## src/lfu_pr_pkg.sv

```systemverilog
// ----------------------------------------------------------------------------
// LFU page replacement package
// Shared constants, register map and sequencer state type for the
// least-frequently-used page replacement block.
// ----------------------------------------------------------------------------
`default_nettype none

package lfu_pr_pkg;

    // Fixed field widths of the result and input channels.
    localparam int PAGE_BITS     = 16;
    localparam int FRAME_INDEX_W = 3;

    // Defaults for the top-level parameters.
    localparam int DEF_MAX_FRAMES = 8;
    localparam int DEF_COUNT_BITS = 16;
    localparam int DEF_TIME_BITS  = 32;

    // Configuration port.
    localparam int APB_ADDR_W = 3;
    localparam int APB_DATA_W = 32;
    localparam int CFG_W      = 4;

    // Word index of each register (byte address is four times this).
    localparam logic [APB_ADDR_W-3:0] REG_FRAMES_IN_USE = '0;

    localparam logic [CFG_W-1:0] FRAMES_IN_USE_RESET = 4'd8;

    typedef enum logic [1:0] {
        ST_IDLE,
        ST_SCAN,
        ST_WRITE
    } state_t;

endpackage : lfu_pr_pkg

`default_nettype wire

```

## src/lfu_page_replacement.sv

```systemverilog
// ----------------------------------------------------------------------------
// LFU page replacement
// Least-frequently-used page replacement with a first-in tie break over a
// small set of page frames, scanned one frame per cycle.
// ----------------------------------------------------------------------------
//
// Usage: each transfer on the input channel (in_valid, in_stall,
// page_number) is one page reference. For each reference the block returns
// one transfer on the result channel (out_valid, out_stall, hit,
// frame_index, evicted_valid, evicted_page).
// The frame table is held in a small memory that one comparator walks,
// one frame per cycle. A reference is accepted in the idle state, the scan
// reads each of the n active frames and judges each read against the
// running results, and the write step updates the frame and loads the
// result register; only then is a new reference accepted. in_stall is high
// while a reference is being processed.
// The result sits in an output register, so a new reference is accepted
// while an earlier result still waits; if the receiver keeps out_stall high,
// the finished reference waits in its write step until the register frees.
// Reset empties all frames, sets the reference time to zero and sets
// frames_in_use to eight. The APB port holds frames_in_use at byte address
// zero; the user must write it only while the block is idle, as the block
// itself does not enforce it.
`default_nettype none

module lfu_page_replacement
    import lfu_pr_pkg::*;
#(
    parameter int MAX_FRAMES = DEF_MAX_FRAMES,
    parameter int COUNT_BITS = DEF_COUNT_BITS,
    parameter int TIME_BITS  = DEF_TIME_BITS
)
(
    input  wire logic                     clk,
    input  wire logic                     rst_n,

    // Configuration port
    input  wire logic                     psel,
    input  wire logic                     penable,
    input  wire logic                     pwrite,
    input  wire logic [APB_ADDR_W-1:0]    paddr,
    input  wire logic [APB_DATA_W-1:0]    pwdata,
    output logic      [APB_DATA_W-1:0]    prdata,
    output logic                          pready,

    // Reference channel
    input  wire logic                     in_valid,
    output logic                          in_stall,
    input  wire logic [PAGE_BITS-1:0]     page_number,

    // Result channel
    output logic                          out_valid,
    input  wire logic                     out_stall,
    output logic                          hit,
    output logic      [FRAME_INDEX_W-1:0] frame_index,
    output logic                          evicted_valid,
    output logic      [PAGE_BITS-1:0]     evicted_page
);

    // Frame index width and the width of a count of frames (0..MAX_FRAMES).
    localparam int IDX_W = (MAX_FRAMES > 1) ? $clog2(MAX_FRAMES) : 1;
    localparam int NUM_W = $clog2(MAX_FRAMES + 1);
    localparam int CMP_W = (NUM_W > CFG_W) ? NUM_W : CFG_W;

    typedef struct packed {
        logic [PAGE_BITS-1:0]  page;
        logic [COUNT_BITS-1:0] count;
        logic [TIME_BITS-1:0]  load_time;
    } entry_t;

    // ------------------------------------------------------------------
    // Configuration register
    // ------------------------------------------------------------------
    logic [CFG_W-1:0] frames_in_use_reg;
    logic             cfg_sel;
    logic             cfg_wr;

    assign pready  = 1'b1;
    assign cfg_sel = (paddr[APB_ADDR_W-1:2] == REG_FRAMES_IN_USE);
    assign cfg_wr  = psel && penable && pwrite && pready && cfg_sel;
    assign prdata  = cfg_sel ? APB_DATA_W'(frames_in_use_reg) : '0;

    always_ff @(posedge clk or negedge rst_n)
    begin
        if (!rst_n)
        begin
            frames_in_use_reg <= FRAMES_IN_USE_RESET;
        end
        else if (cfg_wr)
        begin
            frames_in_use_reg <= pwdata[CFG_W-1:0];
        end
    end

    // A setting of zero acts as one frame; anything above the table size
    // is clamped to the table size.
    logic [CMP_W-1:0] cfg_ext;
    logic [NUM_W-1:0] n_active;

    assign cfg_ext = CMP_W'(frames_in_use_reg);

    always_comb
    begin
        priority if (frames_in_use_reg == '0)
        begin
            n_active = NUM_W'(1);
        end
        else if (cfg_ext > CMP_W'(MAX_FRAMES))
        begin
            n_active = NUM_W'(MAX_FRAMES);
        end
        else
        begin
            n_active = NUM_W'(cfg_ext);
        end
    end

    // ------------------------------------------------------------------
    // Frame table memory: one read port used by the scan, one write port
    // used by the update step. Valid bits live in flip-flops so that reset
    // empties the table at once.
    // ------------------------------------------------------------------
    entry_t           frame_mem [MAX_FRAMES];
    entry_t           rd_data_reg;
    logic [IDX_W-1:0] mem_raddr;
    logic             mem_we;
    logic [IDX_W-1:0] mem_waddr;
    entry_t           mem_wdata;

    always_ff @(posedge clk)
    begin
        if (mem_we)
        begin
            frame_mem[mem_waddr] <= mem_wdata;
        end
        rd_data_reg <= frame_mem[mem_raddr];
    end

    // ------------------------------------------------------------------
    // Sequencer and scan registers
    // ------------------------------------------------------------------
    state_t                 state_reg,       state_next;
    logic [NUM_W-1:0]       scan_idx_reg,    scan_idx_next;
    logic                   rd_pend_reg,     rd_pend_next;
    logic [IDX_W-1:0]       rd_idx_reg,      rd_idx_next;
    logic [PAGE_BITS-1:0]   page_reg,        page_next;
    logic                   hit_found_reg,   hit_found_next;
    logic [IDX_W-1:0]       hit_idx_reg,     hit_idx_next;
    entry_t                 hit_entry_reg,   hit_entry_next;
    logic                   free_found_reg,  free_found_next;
    logic [IDX_W-1:0]       free_idx_reg,    free_idx_next;
    logic                   vic_found_reg,   vic_found_next;
    logic [IDX_W-1:0]       vic_idx_reg,     vic_idx_next;
    entry_t                 vic_entry_reg,   vic_entry_next;
    logic [MAX_FRAMES-1:0]  frame_valid_reg, frame_valid_next;
    logic [TIME_BITS-1:0]   ref_time_reg,    ref_time_next;

    logic                   out_valid_reg,   out_valid_next;
    logic                   hit_reg,         hit_next;
    logic [FRAME_INDEX_W-1:0] frame_index_reg, frame_index_next;
    logic                   ev_valid_reg,    ev_valid_next;
    logic [PAGE_BITS-1:0]   ev_page_reg,     ev_page_next;

    always_ff @(posedge clk or negedge rst_n)
    begin
        if (!rst_n)
        begin
            state_reg       <= ST_IDLE;
            scan_idx_reg    <= '0;
            rd_pend_reg     <= 1'b0;
            hit_found_reg   <= 1'b0;
            free_found_reg  <= 1'b0;
            vic_found_reg   <= 1'b0;
            frame_valid_reg <= '0;
            ref_time_reg    <= '0;
            out_valid_reg   <= 1'b0;
        end
        else
        begin
            state_reg       <= state_next;
            scan_idx_reg    <= scan_idx_next;
            rd_pend_reg     <= rd_pend_next;
            hit_found_reg   <= hit_found_next;
            free_found_reg  <= free_found_next;
            vic_found_reg   <= vic_found_next;
            frame_valid_reg <= frame_valid_next;
            ref_time_reg    <= ref_time_next;
            out_valid_reg   <= out_valid_next;
        end
    end

    // Payload registers carry no reset.
    always_ff @(posedge clk)
    begin
        rd_idx_reg      <= rd_idx_next;
        page_reg        <= page_next;
        hit_idx_reg     <= hit_idx_next;
        hit_entry_reg   <= hit_entry_next;
        free_idx_reg    <= free_idx_next;
        vic_idx_reg     <= vic_idx_next;
        vic_entry_reg   <= vic_entry_next;
        hit_reg         <= hit_next;
        frame_index_reg <= frame_index_next;
        ev_valid_reg    <= ev_valid_next;
        ev_page_reg     <= ev_page_next;
    end

    always_comb
    begin
        logic             issue;
        logic             rd_valid;
        logic             better;
        logic             evict;
        logic [IDX_W-1:0] slot;

        // Hold everything by default.
        state_next       = state_reg;
        scan_idx_next    = scan_idx_reg;
        rd_pend_next     = 1'b0;
        rd_idx_next      = rd_idx_reg;
        page_next        = page_reg;
        hit_found_next   = hit_found_reg;
        hit_idx_next     = hit_idx_reg;
        hit_entry_next   = hit_entry_reg;
        free_found_next  = free_found_reg;
        free_idx_next    = free_idx_reg;
        vic_found_next   = vic_found_reg;
        vic_idx_next     = vic_idx_reg;
        vic_entry_next   = vic_entry_reg;
        frame_valid_next = frame_valid_reg;
        ref_time_next    = ref_time_reg;
        out_valid_next   = out_valid_reg;
        hit_next         = hit_reg;
        frame_index_next = frame_index_reg;
        ev_valid_next    = ev_valid_reg;
        ev_page_next     = ev_page_reg;

        mem_raddr = scan_idx_reg[IDX_W-1:0];
        mem_we    = 1'b0;
        mem_waddr = '0;
        mem_wdata = '0;
        in_stall  = 1'b1;

        issue    = 1'b0;
        rd_valid = 1'b0;
        better   = 1'b0;
        evict    = 1'b0;
        slot     = '0;

        // The receiver taking the current result frees the output register.
        if (out_valid_reg && !out_stall)
        begin
            out_valid_next = 1'b0;
        end

        unique case (state_reg)
            ST_IDLE:
            begin
                in_stall = 1'b0;
                if (in_valid)
                begin
                    page_next       = page_number;
                    scan_idx_next   = '0;
                    hit_found_next  = 1'b0;
                    free_found_next = 1'b0;
                    vic_found_next  = 1'b0;
                    state_next      = ST_SCAN;
                end
            end

            ST_SCAN:
            begin
                // Issue one frame read per cycle; the frame read in the
                // previous cycle is judged against the running results.
                issue = (scan_idx_reg < n_active);
                if (issue)
                begin
                    scan_idx_next = scan_idx_reg + NUM_W'(1);
                    rd_pend_next  = 1'b1;
                    rd_idx_next   = scan_idx_reg[IDX_W-1:0];
                end
                else
                begin
                    state_next = ST_WRITE;
                end

                if (rd_pend_reg)
                begin
                    rd_valid = frame_valid_reg[rd_idx_reg];
                    if (rd_valid)
                    begin
                        if (!hit_found_reg && (rd_data_reg.page == page_reg))
                        begin
                            hit_found_next = 1'b1;
                            hit_idx_next   = rd_idx_reg;
                            hit_entry_next = rd_data_reg;
                        end
                        // Smallest count wins; equal counts go to the
                        // earlier load time, then to the lower frame.
                        better = !vic_found_reg
                              || (rd_data_reg.count < vic_entry_reg.count)
                              || ((rd_data_reg.count == vic_entry_reg.count)
                                  && (rd_data_reg.load_time
                                      < vic_entry_reg.load_time));
                        if (better)
                        begin
                            vic_found_next = 1'b1;
                            vic_idx_next   = rd_idx_reg;
                            vic_entry_next = rd_data_reg;
                        end
                    end
                    else if (!free_found_reg)
                    begin
                        free_found_next = 1'b1;
                        free_idx_next   = rd_idx_reg;
                    end
                end
            end

            ST_WRITE:
            begin
                if (!out_valid_reg || !out_stall)
                begin
                    evict = !hit_found_reg && !free_found_reg;
                    priority if (hit_found_reg)
                    begin
                        slot = hit_idx_reg;
                    end
                    else if (free_found_reg)
                    begin
                        slot = free_idx_reg;
                    end
                    else
                    begin
                        slot = vic_idx_reg;
                    end

                    mem_we    = 1'b1;
                    mem_waddr = slot;
                    if (hit_found_reg)
                    begin
                        mem_wdata = hit_entry_reg;
                        if (hit_entry_reg.count != '1)
                        begin
                            mem_wdata.count = hit_entry_reg.count + COUNT_BITS'(1);
                        end
                    end
                    else
                    begin
                        mem_wdata.page      = page_reg;
                        mem_wdata.count     = COUNT_BITS'(1);
                        mem_wdata.load_time = ref_time_reg;
                    end

                    frame_valid_next[slot] = 1'b1;
                    if (ref_time_reg != '1)
                    begin
                        ref_time_next = ref_time_reg + TIME_BITS'(1);
                    end

                    out_valid_next   = 1'b1;
                    hit_next         = hit_found_reg;
                    frame_index_next = FRAME_INDEX_W'(slot);
                    ev_valid_next    = evict;
                    ev_page_next     = evict ? vic_entry_reg.page : '0;
                    state_next       = ST_IDLE;
                end
            end

            default:
            begin
                state_next = ST_IDLE;
            end
        endcase
    end

    assign out_valid     = out_valid_reg;
    assign hit           = hit_reg;
    assign frame_index   = frame_index_reg;
    assign evicted_valid = ev_valid_reg;
    assign evicted_page  = ev_page_reg;

endmodule : lfu_page_replacement

`default_nettype wire

```

## config.mk

```make
export PLATFORM = sky130hd
export DESIGN_NAME = lfu_page_replacement
export DESIGN_NICKNAME = d
export VERILOG_FILES = /design/src/lfu_pr_pkg.sv /design/src/lfu_page_replacement.sv
export SDC_FILE = /design/constraint.sdc
export NUM_CORES = 1
export LEC_CHECK = 0
export ABC_AREA = 0
export BUFFER_PORTS_ARGS = -buffer_cell sky130_fd_sc_hd__buf_2
export CAP_MARGIN = 10
export CORE_MARGIN = 5
export CORE_UTILIZATION = 55
export DETAILED_ROUTE_END_ITERATION = 6
export GPL_TIMING_DRIVEN = 0
export PLACE_DENSITY_LB_ADDON = 0.08
export SYNTH_ARGS = -nofsm -noshare
export SYNTH_HDL_FRONTEND = slang
export SYNTH_SLANG_ARGS = --single-unit
```

## constraint.sdc

```tcl
create_clock -name clk -period 11.1 [get_ports clk]
set_clock_uncertainty 0.15 [all_clocks]
set_input_delay 1.11 -clock clk [delete_from_list [all_inputs] [get_ports clk]]
set_output_delay 1.11 -clock clk [all_outputs]
set_load 0.01 [all_outputs]
```

# ---- Yosys cells after proc, flatten, opt, wreduce, memory -nomap -nowiden
# Memories as Yosys holds them, arrays and structs flattened. A register that Yosys moved wholly into a read port is not among the register bits.
# Index checks and enable logic that the tools add are counted.
dict set report word_totals {
  register_bits 232
  latchBits 0
  mem_bits_rw 512
  rom_bits 0
  inputBits 58
  output_inout_bits 56
  memories 1
}
dict set report op_classes {
  n_addsub 3
  multipliers 0
  div 0
  order_cmp 7
  eq_ne 15
  shift 0
  n_mux 46
  bitwise_logic 4
  reduce_logical 31
}
# name depth width rd rd_ports_with_merged_regs wr line
set mem_list {}
lappend mem_list {frame_mem 8 64 1 1 1 lfu_page_replacement.sv:123} ;# entry_t frame_mem [MAX_FRAMES];
# operator n
set op_table {}
lappend op_table {{two-way mux 64 bit} 3}
lappend op_table {{adder 32 x 1 -> 32 bit (second input constant)} 1}
lappend op_table {{== test 16 bit} 2}
lappend op_table {{less-than comparator 32 bit} 1}
lappend op_table {{!= test 32 bit (second input constant)} 1}
lappend op_table {{two-way mux 1 bit} 21}
lappend op_table {{two-way mux 4 bit} 5}
lappend op_table {{two-way mux 3 bit} 6}
lappend op_table {{!= test 2 bit (second input constant)} 9}
lappend op_table {{adder 16 x 1 -> 16 bit (second input constant)} 1}
lappend op_table {{less-than comparator 16 bit} 1}
lappend op_table {{two-way mux 16 bit} 1}
lappend op_table {{!= test 16 bit (second input constant)} 1}
lappend op_table {{AND reduction 4 bit} 4}
lappend op_table {{AND reduction 5 bit} 2}
lappend op_table {{AND reduction 3 bit} 3}
lappend op_table {{logical AND 1 bit} 8}
lappend op_table {{less-than comparator 3 x 4 -> 1 bit (second input constant)} 2}
lappend op_table {{bitwise OR 8 bit} 1}
lappend op_table {{case mux 4 bit (2 select lines)} 1}
lappend op_table {{two-way mux 2 bit} 3}
lappend op_table {{case mux 1 bit (2 select lines)} 3}
lappend op_table {{case mux 2 bit (3 select lines)} 1}
lappend op_table {{AND reduction 2 bit} 3}
lappend op_table {{other kinds (14)} 22}

# ---- Longest topological paths before layout
dict set report depth {
  word_depth 9
  mapped_depth 9
  ltp_nobuf 9
}

# ---- Worst setup path after synthesis
# Ideal clock, no wire load.
dict set report synth_timing {
  path_kind {register -> register}
  start {reg rd_idx_reg[0]}
  end {reg hit_entry_reg[0] (netlist bit) (enable)}
  setup_ns 0.660
  arrival_time_ns 7.560
  t_required_ns 10.290
  setup_slack_ns 2.730
  stages_incl_launch_ff 5
  n_path_buf 0
  synth_period_minus_slack_ns 8.370
  cell_sequence {edfxtp_1 > mux4_2 > mux2_2 > nand3_1 > nor4_1}
}
dict set report synth_between {
  elab_chain_len 3
}
# element line
set synth_lines {}
lappend synth_lines {{start, declared} lfu_page_replacement.sv:145} ;# logic [IDX_W-1:0] rd_idx_reg, rd_idx_next;
lappend synth_lines {{start signal, assigned} lfu_page_replacement.sv:195} ;# rd_idx_reg <= rd_idx_next;
lappend synth_lines {{binary-select mux 1 bit (select 3 bit)} lfu_page_replacement.sv:289} ;# rd_valid = frame_valid_reg[rd_idx_reg];
lappend synth_lines {{two-way mux 1 bit (not written as such)} lfu_page_replacement.sv:289}
lappend synth_lines {{AND reduction 4 bit (no line)} --}
lappend synth_lines {{end signal, assigned} lfu_page_replacement.sv:198} ;# hit_entry_reg <= hit_entry_next;
lappend synth_lines {{end, declared} lfu_page_replacement.sv:149} ;# entry_t hit_entry_reg, hit_entry_next;
# No other way between the ends. The select of a mux whose other input is x is not followed.
# A chain may end at the register's enable or synchronous reset.

# ---- Final worst setup path
dict set report layout_timing {
  start {in out_stall}
  end {mem frame_mem[4][54] (netlist bit) (enable)}
}
dict set report layout_between {
  elab_chain_len 6
  word_cells_on_any_way 8
  classes_between {mux (6); reduce/logical (2)}
}
# element line
set layout_lines {}
lappend layout_lines {{start, declared} lfu_page_replacement.sv:53} ;# input wire logic out_stall,
lappend layout_lines {{logical NOT 1 bit} lfu_page_replacement.sv:322} ;# if (!out_valid_reg || !out_stall)
lappend layout_lines {{logical OR 1 bit} lfu_page_replacement.sv:322}
lappend layout_lines {{two-way mux 1 bit} lfu_page_replacement.sv:322}
lappend layout_lines {{two-way mux 1 bit} lfu_page_replacement.sv:256} ;# unique case (state_reg)
lappend layout_lines {{named net mem_we} lfu_page_replacement.sv:126} ;# logic mem_we;
lappend layout_lines {{two-way mux 1 bit} lfu_page_replacement.sv:132} ;# if (mem_we)
lappend layout_lines {{two-way mux 1 bit (not written as such)} lfu_page_replacement.sv:134} ;# frame_mem[mem_waddr] <= mem_wdata;
lappend layout_lines {{end, declared} lfu_page_replacement.sv:123}
# The timed path passes the listed nets, and every way through them passes these cells.

==> run metrics <==
Synth area leader=edfxtp_1; DRC=0; via count=15.2k; commonest cells after routing, fill and taps aside=edfxtp_1 (689), mux4_2 (130), clkbuf_16 (84); Syn Inst Count=1636; synth warn=0; CP Class=input port to register; total congestion overflow=0; clock sinks=808; number of gates resized after CTS=0; DR pass1 iterations=5; P_leak=12.3 nW; Largest Register=frame_mem; postcts setup bufs=0; Seq pwr share=0.470; initial antenna violation count=2; CP peak stage delay=710 ps; Layout area overhead=15.8%; Buf/Inv on CP=5; largest net degree at the start of global routing=32; Post-synth ARST share=0.0681; vias in the first global route=15.8k; DRT Wirelength=between 60 and 70 mm; placed cell count=2513; die area=~0.062 mm^2; Crit Path Max Fanout=29; clk_lat worst skew=620 ps; Clock power frac=0.332; accumulated negative setup slack=0 ps; P_int=0.00613 W; initial core utilization=0.554; cell family with most CP delay=simple AND/OR/NAND/NOR gates; routed vias/inst=between 5 and 6; layout filler cell count=3951; Seq cells post-synth=between 800 and 900; crit end category=register; Largest register FFs=512; Post-Syn Area=0.0312 mm^2; final hold violation count=0; input/output buffers=54; Final Non-Filler Cells=2667; post-synthesis cell type count=56; Worst Tran Pin Value=1020 ps; Worst Path Required=11270 ps; Switch Pwr=0.00222 W; chip width=248 um; Synth Flop Type=edfxtp_1; slowest cell on the critical path=nor2_4; Pwr per Cell Area=between 200 and 250 mW/mm^2; most common cell after layout, fill and taps aside=edfxtp_1; Final Slew Violations=0; register area share after synthesis=0.748; Final Cycle Share=0.339; layout cells sized above 1=0.266; Post-synth EDFFs=689; H-tree depth=3; multi-input logic area=0.00734 mm^2; post-route ant nets=0; All-Layer GR Usage=0.213; Clock transition at path regs=60 ps; FF/Latch Area=0.0233 mm^2; CP startpoint kind=input port; Data arrival, critical path=between 3000 and 4000 ps; RD Place Congestion=0.792; HP Class=input port to asynchronous set/reset pin; DPL Wire Length=41.2 mm; CTS buffer count=82; Rows=87; Clock Tree Root=clkbuf_16; first-pass GRT wire length=97.3 mm; core area=0.0563 mm^2; Die Y=about 250 um; max cap viols=0; CTS tree=done; VDD IR max=182 uV; diode count=0; Max Freq=approximately 270 MHz; RSZ-0062 raised after global routing=no; minimum clock period=about 3800 ps; final setup fails=0; Syn Area/Cell=19.1 um^2; CTS max path bufs=3; final net count=1952; CP Cell Sequence=buf_2 > nand2_1 > nand2b_1 > buf_2 > inv_2 > nand2b_1 > nor2_4 > buf_12 > buf_16; share of the synthesized area in the top cell type=0.663; CTS Hold Bufs=0; DR WL/cell=roughly 24 um; top cells by area, synth=edfxtp_1 (66%), mux4_2 (9.4%), dfrtp_1 (4.3%); status=complete, no violations; relative slew slack=0.321; Logic pwr share=0.198; Sw Ratio=0.266; IO Count=between 100 and 150; iteration-0 DRC count of the detailed router=1127
-- cells by family after synthesis --
kind of cell / after synthesis / share of synthesized area
AO/OA/AOI/OAI: 65 / 0.0130
XOR/XNOR: 56 / 0.0157
adder cells (fa/ha/maj): 53 / 0.0213
buffers and inverters: 144 / 0.0222
flip-flops: 808 / 0.748
multiplexers: 253 / 0.136
other: 2 / 0.000241
AND/OR/NAND/NOR: 255 / 0.0430
-- final timing paths --
path                            slack, ps             from  cells after the start                end
worst max-delay path                 7330        out_stall                      9   frame_mem[4][54]
worst min-delay path                  180            rst_n                      1         cfg_ext[1]
worst max register to register       7370     state_reg[0]                      9   frame_mem[4][54]
worst min register to register        310  rd_data_reg[17]                      0  vic_entry_reg[17]
max in group asynchronous           10010            rst_n                      3   ref_time_reg[19]
min in group clk                      310  rd_data_reg[17]                      0  vic_entry_reg[17]
-- cell type report --
cell class                      instances  share of cell area
Tap cell                              756              0.0262
Buffer                                 86              0.0132
Clock buffer                          111              0.0637
Sequential cell                       808               0.646
Timing Repair Buffer                   94              0.0287
Inverter                               58             0.00603
Clock inverter                         43              0.0128
Multi-Input combinational cell        711               0.203
-- power by group through the flow --
stage,combinational (W),sequential (W),clock (W)
5_1_grt,0.00183,0.00396,0.00297
2_1_floorplan,0.00115,0.00393,0
3_5_place_dp,0.00169,0.00398,0
4_1_cts,0.00170,0.00392,0.00283
6_report,0.00166,0.00392,0.00277
3_3_place_gp,0.00159,0.00401,0
-- routing by layer --
metal	vias to the layer above	global-route usage	wire, um
met1	7993	0.301	28100
met3	103	0.0433	3170
met5	-	0	29
met2	319	0.347	31000
li1	6776	-	-
met4	4	0.0574	1500
-- stage by stage --
step	total power (W)	worst slack, ps	instance area [um^2]	utilization	hold WS [ps]
detailed placement	0.00567	6680	33400	0.593	302
global route	0.00875	7230	36100	0.642	158
global placement	0.00560	-3940	32500	0.578	296
floorplan	0.00507	2730	31300	-	267
finish	0.00836	7330	36100	0.642	179
CTS	0.00845	7350	36100	0.642	153
-- Yosys cell counts, types with 20 or more instances --
| library cell | number |
|---|---|
| nand3_1 | 22 |
| inv_1 | 57 |
| buf_2 | 23 |
| buf_4 | 29 |
| dfxtp_1 | 64 |
| ha_1 | 53 |
| a21oi_1 | 23 |
| mux2i_1 | 53 |
| dfrtp_1 | 54 |
| clkbuf_1 | 28 |
| edfxtp_1 | 689 |
| xor2_1 | 27 |
| nand2_1 | 33 |
| and2_1 | 20 |
| xnor2_1 | 29 |
| nor2_1 | 81 |
| nand4_1 | 33 |
| mux4_2 | 130 |
| mux2_2 | 69 |
No activity file was read; power rests on OpenSTA's default activity.
